## src/rtl/rtcp_pkg.sv

```systemverilog
// Shared types and constants for the RTC parameter RAM command engine.
package rtcp_pkg;

    // Parameter RAM size and the fixed address width of the command format
    localparam int unsigned RAM_DEPTH_DEF = 256;
    localparam int unsigned ADDR_W        = 8;

    // Packed stream widths (whole bytes)
    localparam int unsigned IN_DATA_W  = 24;
    localparam int unsigned OUT_DATA_W = 48;
    localparam int unsigned OUT_PAD_W  = 6;

    // Configuration register reset values
    localparam logic [7:0] TICK_INC_RST   = 8'd2;
    localparam logic [7:0] TICK_MATCH_RST = 8'd125;

    // Regular address map
    localparam logic [3:0] EXT_PREFIX = 4'h7;   // regular address 0x0E or 0x0F
    localparam logic [4:0] SEC_LAST   = 5'h07;
    localparam logic [4:0] RAM_A_LO   = 5'h08;
    localparam logic [4:0] RAM_A_HI   = 5'h0B;
    localparam logic [4:0] WP_ADDR    = 5'h0D;
    localparam logic [7:0] RD_NONE    = 8'hFF;

    // Item kinds carried on tuser
    typedef enum logic {
        KIND_TICK = 1'b0,
        KIND_CMD  = 1'b1
    } t_kind;

    // Configuration register indexes
    typedef enum logic {
        CFG_TICK_INC   = 1'b0,
        CFG_TICK_MATCH = 1'b1
    } t_cfg_idx;

    // Parameter RAM access request from the command decoder
    typedef struct packed {
        logic              rd_en;
        logic              wr_en;
        logic [ADDR_W-1:0] addr;
        logic [7:0]        wdata;
    } t_ram_req;

    // Result word before the RAM read data is merged in
    typedef struct packed {
        logic        ram_sel;
        logic [7:0]  rd_byte;
        logic        line;
        logic [31:0] seconds;
        logic        flush;
    } t_result;

endpackage

```

## src/rtl/rtcp_ram.sv

```systemverilog
// Generic single-port-write, registered-read RAM.
module rtcp_ram #(
    parameter int unsigned WIDTH = 8,
    parameter int unsigned DEPTH = 256
) (
    input  logic                     i_clk,
    input  logic                     i_we,
    input  logic [$clog2(DEPTH)-1:0] i_waddr,
    input  logic [WIDTH-1:0]         i_wdata,
    input  logic                     i_re,
    input  logic [$clog2(DEPTH)-1:0] i_raddr,
    output logic [WIDTH-1:0]         o_rdata
);

    logic [WIDTH-1:0] r_mem [DEPTH];
    logic [WIDTH-1:0] r_rdata;

    // Write port
    always_ff @(posedge i_clk) begin
        if (i_we) begin
            r_mem[i_waddr] <= i_wdata;
        end
    end

    // Registered read port
    always_ff @(posedge i_clk) begin
        if (i_re) begin
            r_rdata <= r_mem[i_raddr];
        end
    end

    assign o_rdata = r_rdata;

endmodule

```

## src/rtl/rtcp_pram.sv

```systemverilog
// Parameter RAM with per-entry valid bits so unwritten bytes read as zero.
module rtcp_pram #(
    parameter int unsigned RAM_DEPTH = rtcp_pkg::RAM_DEPTH_DEF
) (
    input  logic               i_clk,
    input  logic               i_rst_n,
    input  rtcp_pkg::t_ram_req i_req,
    output logic [7:0]         o_rdata
);

    localparam int unsigned AW = $clog2(RAM_DEPTH);

    logic [RAM_DEPTH-1:0] r_valid;
    logic                 r_rd_valid;
    logic [7:0]           ram_q;
    logic [AW-1:0]        addr;

    assign addr = i_req.addr[AW-1:0];

    rtcp_ram #(
        .WIDTH(8),
        .DEPTH(RAM_DEPTH)
    ) u_ram (
        .i_clk  (i_clk),
        .i_we   (i_req.wr_en),
        .i_waddr(addr),
        .i_wdata(i_req.wdata),
        .i_re   (i_req.rd_en),
        .i_raddr(addr),
        .o_rdata(ram_q)
    );

    // Valid bits: reset clears all, a write marks its entry.
    always_ff @(posedge i_clk) begin
        if (!i_rst_n) begin
            r_valid <= '0;
        end else if (i_req.wr_en) begin
            r_valid[addr] <= 1'b1;
        end
    end

    // Valid flag of the entry being read travels with the read data.
    always_ff @(posedge i_clk) begin
        if (!i_rst_n) begin
            r_rd_valid <= 1'b0;
        end else if (i_req.rd_en) begin
            r_rd_valid <= r_valid[addr];
        end
    end

    assign o_rdata = r_rd_valid ? ram_q : 8'h00;

endmodule

```

## src/rtl/rtcp_state.sv

```systemverilog
// Tick divider, seconds counter, write protect and command decode.
module rtcp_state (
    input  logic               i_clk,
    input  logic               i_rst_n,
    input  logic               i_cfg_we,
    input  logic               i_cfg_index,
    input  logic [7:0]         i_cfg_data,
    input  logic               i_accept,
    input  logic               i_kind,
    input  logic [7:0]         i_command_byte,
    input  logic [7:0]         i_extended_byte,
    input  logic [7:0]         i_write_data,
    output rtcp_pkg::t_ram_req o_req,
    output rtcp_pkg::t_result  o_res
);

    logic [7:0]  r_tick_inc;
    logic [7:0]  r_tick_match;
    logic [7:0]  r_acc;
    logic        r_level;
    logic [31:0] r_sec;
    logic        r_wp;

    logic [7:0]  n_acc;
    logic        n_level;
    logic [31:0] n_sec;
    logic        n_wp;

    logic [7:0]  acc_sum;
    logic        is_write;
    logic [4:0]  reg_addr;
    logic        reg_is_ram;
    logic [4:0]  byte_sh;

    assign acc_sum    = r_acc + r_tick_inc;
    assign is_write   = ~i_command_byte[7];
    assign reg_addr   = i_command_byte[6:2];
    assign reg_is_ram = ((reg_addr >= rtcp_pkg::RAM_A_LO) && (reg_addr <= rtcp_pkg::RAM_A_HI))
                        || reg_addr[4];
    assign byte_sh    = {reg_addr[1:0], 3'b000};

    // Configuration registers
    always_ff @(posedge i_clk) begin
        if (!i_rst_n) begin
            r_tick_inc   <= rtcp_pkg::TICK_INC_RST;
            r_tick_match <= rtcp_pkg::TICK_MATCH_RST;
        end else if (i_cfg_we) begin
            unique case (rtcp_pkg::t_cfg_idx'(i_cfg_index))
                rtcp_pkg::CFG_TICK_INC:   r_tick_inc   <= i_cfg_data;
                rtcp_pkg::CFG_TICK_MATCH: r_tick_match <= i_cfg_data;
                default:                  r_tick_inc   <= r_tick_inc;
            endcase
        end
    end

    // Next state, RAM request and result for the accepted word
    always_comb begin
        n_acc         = r_acc;
        n_level       = r_level;
        n_sec         = r_sec;
        n_wp          = r_wp;
        o_req.rd_en   = 1'b0;
        o_req.wr_en   = 1'b0;
        o_req.addr    = {3'b000, reg_addr};
        o_req.wdata   = i_write_data;
        o_res.ram_sel = 1'b0;
        o_res.rd_byte = rtcp_pkg::RD_NONE;
        o_res.flush   = 1'b0;
        if (i_accept) begin
            if (rtcp_pkg::t_kind'(i_kind) == rtcp_pkg::KIND_TICK) begin
                // Timer tick: accumulate and toggle the square wave at the match.
                n_acc = acc_sum;
                if (acc_sum >= r_tick_match) begin
                    n_level = ~r_level;
                    n_acc   = acc_sum - r_tick_match;
                    if (!r_level) begin
                        n_sec = r_sec + 32'd1;
                    end
                end
            end else if (i_command_byte[6:3] == rtcp_pkg::EXT_PREFIX) begin
                // Extended command: 8-bit RAM address from both bytes.
                o_req.addr = {i_command_byte[2:0], i_extended_byte[6:2]};
                if (is_write) begin
                    o_req.wr_en = ~r_wp;
                end else begin
                    o_req.rd_en   = 1'b1;
                    o_res.ram_sel = 1'b1;
                end
            end else if (is_write) begin
                // Regular write; only write protect itself passes while protected.
                if (!r_wp || reg_addr == rtcp_pkg::WP_ADDR) begin
                    if (reg_addr <= rtcp_pkg::SEC_LAST) begin
                        n_sec[byte_sh +: 8] = i_write_data;
                    end else if (reg_addr == rtcp_pkg::WP_ADDR) begin
                        o_res.flush = ~r_wp & i_write_data[7];
                        n_wp        = i_write_data[7];
                    end else if (reg_is_ram) begin
                        o_req.wr_en = 1'b1;
                    end
                end
            end else begin
                // Regular read
                if (reg_addr <= rtcp_pkg::SEC_LAST) begin
                    o_res.rd_byte = r_sec[byte_sh +: 8];
                end else if (reg_is_ram) begin
                    o_req.rd_en   = 1'b1;
                    o_res.ram_sel = 1'b1;
                end
            end
        end
        o_res.line    = n_level;
        o_res.seconds = n_sec;
    end

    // Clock state registers
    always_ff @(posedge i_clk) begin
        if (!i_rst_n) begin
            r_acc   <= 8'd0;
            r_level <= 1'b0;
            r_sec   <= 32'd0;
            r_wp    <= 1'b1;
        end else begin
            r_acc   <= n_acc;
            r_level <= n_level;
            r_sec   <= n_sec;
            r_wp    <= n_wp;
        end
    end

endmodule

```

## src/rtl/rtc_pram_command_engine.sv

```systemverilog
// Top level of the RTC parameter RAM command engine.
// An accepted input word's result word is registered and offered on the master side in the next cycle.
// Throughput: one word per cycle while the result side takes words; the registered RAM read and the result register
// line up so that consecutive commands never wait on each other.
// Reset (synchronous, active low): seconds, accumulator and wave cleared, write protect
// set, tick registers at 2 and 125; the RAM reads zero via per-entry valid bits.
module rtc_pram_command_engine #(
    parameter int unsigned RAM_DEPTH = rtcp_pkg::RAM_DEPTH_DEF
) (
    input  logic                               i_clk,
    input  logic                               i_rst_n,
    // Configuration write port
    input  logic                               i_cfg_we,
    input  logic                               i_cfg_index,
    input  logic [7:0]                         i_cfg_data,
    // Input stream
    input  logic                               i_s_tvalid,
    output logic                               o_s_tready,
    input  logic [rtcp_pkg::IN_DATA_W-1:0]     i_s_tdata,  // command_byte, extended_byte, write_data
    input  logic                               i_s_tuser,  // kind
    // Result stream
    output logic                               o_m_tvalid,
    input  logic                               i_m_tready,
    output logic [rtcp_pkg::OUT_DATA_W-1:0]    o_m_tdata   // read_data, one_second_line,
                                                           // seconds_value, flush_request, pad
);

    logic               accept;
    rtcp_pkg::t_ram_req ram_req;
    rtcp_pkg::t_result  res_next;
    rtcp_pkg::t_result  r_res;
    logic               r_out_valid;
    logic [7:0]         ram_rdata;
    logic [7:0]         read_data;

    assign o_s_tready = ~r_out_valid | i_m_tready;
    assign accept     = i_s_tvalid & o_s_tready;

    rtcp_state u_state (
        .i_clk          (i_clk),
        .i_rst_n        (i_rst_n),
        .i_cfg_we       (i_cfg_we),
        .i_cfg_index    (i_cfg_index),
        .i_cfg_data     (i_cfg_data),
        .i_accept       (accept),
        .i_kind         (i_s_tuser),
        .i_command_byte (i_s_tdata[7:0]),
        .i_extended_byte(i_s_tdata[15:8]),
        .i_write_data   (i_s_tdata[23:16]),
        .o_req          (ram_req),
        .o_res          (res_next)
    );

    rtcp_pram #(
        .RAM_DEPTH(RAM_DEPTH)
    ) u_pram (
        .i_clk  (i_clk),
        .i_rst_n(i_rst_n),
        .i_req  (ram_req),
        .o_rdata(ram_rdata)
    );

    // Result register; the RAM read data register holds alongside it.
    always_ff @(posedge i_clk) begin
        if (!i_rst_n) begin
            r_out_valid <= 1'b0;
        end else if (o_s_tready) begin
            r_out_valid <= i_s_tvalid;
        end
    end

    always_ff @(posedge i_clk) begin
        if (accept) begin
            r_res <= res_next;
        end
    end

    assign read_data  = r_res.ram_sel ? ram_rdata : r_res.rd_byte;
    assign o_m_tvalid = r_out_valid;
    assign o_m_tdata  = {{rtcp_pkg::OUT_PAD_W{1'b0}}, r_res.flush, r_res.seconds,
                         r_res.line, read_data};

endmodule

```

## config.mk

```make
export PLATFORM = sky130hd
export DESIGN_NAME = rtc_pram_command_engine
export DESIGN_NICKNAME = d
export VERILOG_FILES = /design/src/rtl/rtcp_pkg.sv /design/src/rtl/rtcp_ram.sv /design/src/rtl/rtcp_pram.sv /design/src/rtl/rtcp_state.sv /design/src/rtl/rtc_pram_command_engine.sv
export SDC_FILE = /design/constraint.sdc
export NUM_CORES = 2
export LEC_CHECK = 0
export BUFFER_PORTS_ARGS = -buffer_cell sky130_fd_sc_hd__buf_2
export CAP_MARGIN = 0
export CORE_MARGIN = 2
export CORE_UTILIZATION = 42
export DETAILED_ROUTE_END_ITERATION = 10
export PLACE_DENSITY_LB_ADDON = 0.05
export SLEW_MARGIN = 20
export SYNTH_ARGS = -nofsm -noshare
export SYNTH_HDL_FRONTEND = slang
export SYNTH_SLANG_ARGS = --single-unit
```

## constraint.sdc

```tcl
create_clock -name i_clk -period 3.4 [get_ports i_clk]
set_input_delay 0 -clock i_clk [delete_from_list [all_inputs] [get_ports i_clk]]
set_output_delay 0 -clock i_clk [all_outputs]
set_load 0.02 [all_outputs]
```

==> key figures <==
Routing
  – 1st-pass router iterations: 9
  – Drt total wl: 314 mm
  – Wire length per cell: 31.1 um
  – DRC violations left: 0
  – Vias per inst: 6.03
  – Vias: 61,000
  – Routed Antenna Nets: 0
  – Iter 0 DRT Violations: 6,966

Synth
  – Cell taking the most area after synthesis: edfxtp_1
  – Synth async-reset ratio: 0
  – Area of the mapped netlist: 91,600 um^2
  – Yosys top cell area share: 0.688
  – Synth Area per Inst: 15.4 um^2
  – EDFF count, synth: 2,099
  – Synth unique cells: 72
  – Sequential share of the synthesized area: 0.757
  – Synthesized instance count: 5,939
  – Synth Register Bits: 2,415
  – Yosys synthesis warning count: 0
  – Main flop type after synthesis: edfxtp_1
  – Synth area leaders: edfxtp_1 (69%), dfxtp_1 (6.9%), a221oi_1 (3.6%)

Clock tree
  – H-tree depth: 5
  – CTS root buf: clkbuf_16
  – CTS tree: built
  – Clock-pin slew on the worst setup and hold paths: 0.07 ns
  – CTS Buffer Depth: 4
  – CTS buffer count: 279
  – Clk_lat worst skew: 0.93 ns
  – CTS Sinks: 2,415

Floorplan
  – Rows: 171
  – I/O pin count: 89
  – Die H: 471 um
  – Chip Width: 471 um
  – Effective utilization at floorplan: 0.422
  – Core Region: 217,000 um^2
  – Die ar.: 222,000 um^2

STA
  – Final Cycle Share: 1.05
  – Slew margin rel.: 0.294
  – Worst-Margin Slew: 1.06 ns
  – Peak Freq: 0.279 GHz
  – Setup violators final: 62
  – Fin. Hold Viols: 0
  – Clock skew: 0.0467 ns
  – Final min period: 3.58 ns
  – Fin worst setup slack: -0.180 ns
  – RSZ-0062 raised after global routing: true
  – Max Transition Viols Final: 0

Setup path
  – Startpoint Class: register
  – Worst Path Required: 4.06 ns
  – Crit path max fanout: 7
  – Crit Path Class: reg -> reg
  – CP endpoint kind: register
  – Worst EP arrival: 4.24 ns

Finish
  – Commonest non-fill, non-tap cell in the layout: edfxtp_1
  – Cell area after layout: 116,000 um^2
  – Multi-input logic area: 22,400 um^2
  – Fin cells: 10,100
  – Syn-to-layout area delta: 26.6%
  – Final nets: 7,118
  – Layout cell share with drive strength beyond 1: 0.278
  – Reg area: 69,400 um^2
  – Most frequent cells in the layout: edfxtp_1 (2,099), buf_4 (1,005), nor2_1 (412), a22o_1 (338), dfxtp_1 (312)
  – Fillers: 17,900

Place
  – PortBufs: 79
  – Placement Cell Area: 104,000 um^2
  – GP Congestion: 0.890
  – Cells after DPL: 9,545
  – Post-DP HPWL: 199 mm

Outcome
  – Run status: finished, violations left
  – Failing checks: negative setup slack

Global routing
  – Vias in the first global route: 59,400
  – Remaining Overflow, GRT: 0
  – First-pass GRT wire length: 443 mm
  – Initial antenna violation count: 18
  – Largest net degree at the start of global routing: 146
  – GRT Total Usage: 0.276

Power and ir drop
  – PwrDens: 570 nW/um^2
  – LEAKAGE: 0.0394 uW
  – Max VDD drop: 612 uV

Min path
  – HP Class: in -> reg

Flow run
  – Max-cap violations: 0
sequential cells by signal (all words and copies together) (netlist names):
register / flops
u_state.r_wp: 1
u_pram.r_rd_valid: 1
u_state.r_acc: 8
r_res: 9
u_pram.u_ram.o_rdata: 8
o_m_tvalid: 1
u_pram.r_valid: 256
u_state.r_tick_match: 8
u_state.r_level: 1
u_pram.u_ram.r_mem: 2048
u_state.r_sec: 32
u_state.r_tick_inc: 8
o_m_tdata: 34
worst max-delay path, stage by stage (launching register included):
cell,delay [ns]
dfxtp_2,0.32
nor2b_4,0.16
inv_2,0.07
and4_4,0.15
o21bai_4,0.27
buf_12,0.22
buf_8,0.15
buf_16,0.16
a222oi_1,0.52
a21oi_1,0.13
o41ai_1,0.39
buf_4,0.19
nand3_2,0.08
buf_6,0.15
a22oi_2,0.26
nand3_1,0.10
what timing repair did:
action | CTS | global route
pin swaps | 127 | 162
buffers inserted | 18 | 20
gates cloned | 10 | 5
resized for setup | 300 | 228
hold endpoints to repair | 2070 | 0
hold buffers | 51 | 0
setup endpoints to repair | 79 | 81
cells in the mapped netlist, types with 28 or more instances:
| cell | number |
|---|---|
| a221oi_1 | 375 |
| o21ai_0 | 147 |
| a21oi_1 | 264 |
| clkbuf_1 | 313 |
| and2_1 | 44 |
| inv_1 | 28 |
| nor4_1 | 37 |
| edfxtp_1 | 2099 |
| o21a_1 | 223 |
| buf_1 | 70 |
| nand2_1 | 273 |
| mux2i_1 | 46 |
| buf_2 | 52 |
| nand3_1 | 43 |
| a222oi_1 | 115 |
| a22oi_1 | 226 |
| nor2_1 | 423 |
| o22ai_1 | 188 |
| a22o_1 | 338 |
| dfxtp_1 | 316 |
| buf_4 | 40 |
power breakdown:
group	leakage (uW)	switching, uW	internal (uW)
clock	0.00432	11700	17600
combinational	0.0136	2940	1700
sequential	0.0214	38.7	32200
total	0.0394	14700	51500
worst paths after layout:
check	slack [ns]	endpoint	from	cells after the start
hold / removal	0.10	r_res[37]	i_s_tdata[5]	5
hold reg to reg	0.46	u_state.r_tick_inc[3]	u_state.r_tick_inc[3]	2
setup / recovery	-0.18	u_pram.u_ram.o_rdata[2]	o_m_tvalid	15
setup reg to reg	-0.18	u_pram.u_ram.o_rdata[2]	o_m_tvalid	15
through the flow:
stage / power (uW) / util / TNS (ns) / hold WS [ns] / worst slack [ns]
final: 66200 / 0.535 / -5.87 / 0.103 / -0.180
after global routing: 68000 / 0.535 / -19.19 / 0.0569 / -0.386
after CTS: 66400 / 0.529 / -4.39 / 0.00904 / -0.161
after detailed placement: 37000 / 0.479 / -28.71 / 0.234 / -1.09
after global placement: 37000 / 0.479 / -34.58 / 0.230 / -1.09
after floorplan: 34500 / - / -26.41 / 0.0989 / -0.0925
kinds of logic (layout without fill, tap and decap cells):
| group | after synthesis | after routing | share of synthesized area |
|---|---|---|---|
| AO/OA/AOI/OAI | 1992 | 1992 | 0.163 |
| XOR/XNOR | 14 | 14 | 0.00134 |
| adder cells (fa/ha/maj) | 22 | 22 | 0.00317 |
| buffers and inverters | 507 | 1821 | 0.0233 |
| flip-flops | 2415 | 2415 | 0.757 |
| multiplexers | 62 | 62 | 0.00797 |
| other | 1 | 10 | 0.0000409 |
| AND/OR/NAND/NOR | 926 | 926 | 0.0440 |
area by class of cell:
| type | instances | share of cell area |
|---|---|---|
| diodes | 4 | 0.0000863 |
| inverters | 30 | 0.00101 |
| clock buffers | 372 | 0.0663 |
| well taps | 2854 | 0.0308 |
| multi-input cells | 3022 | 0.193 |
| clock inverters | 110 | 0.00950 |
| flip-flops and latches | 2415 | 0.598 |
| repair buffers | 1309 | 0.102 |
layer usage:
layer,track usage,wire length (um),vias up
li1,-,-,26400
met1,0.395,136000,31600
met2,0.436,146000,2491
met3,0.0419,22500,485
met4,0.0815,9670,6
met5,0.00324,122,-
Note: power is estimated with default switching activity, not from simulation.
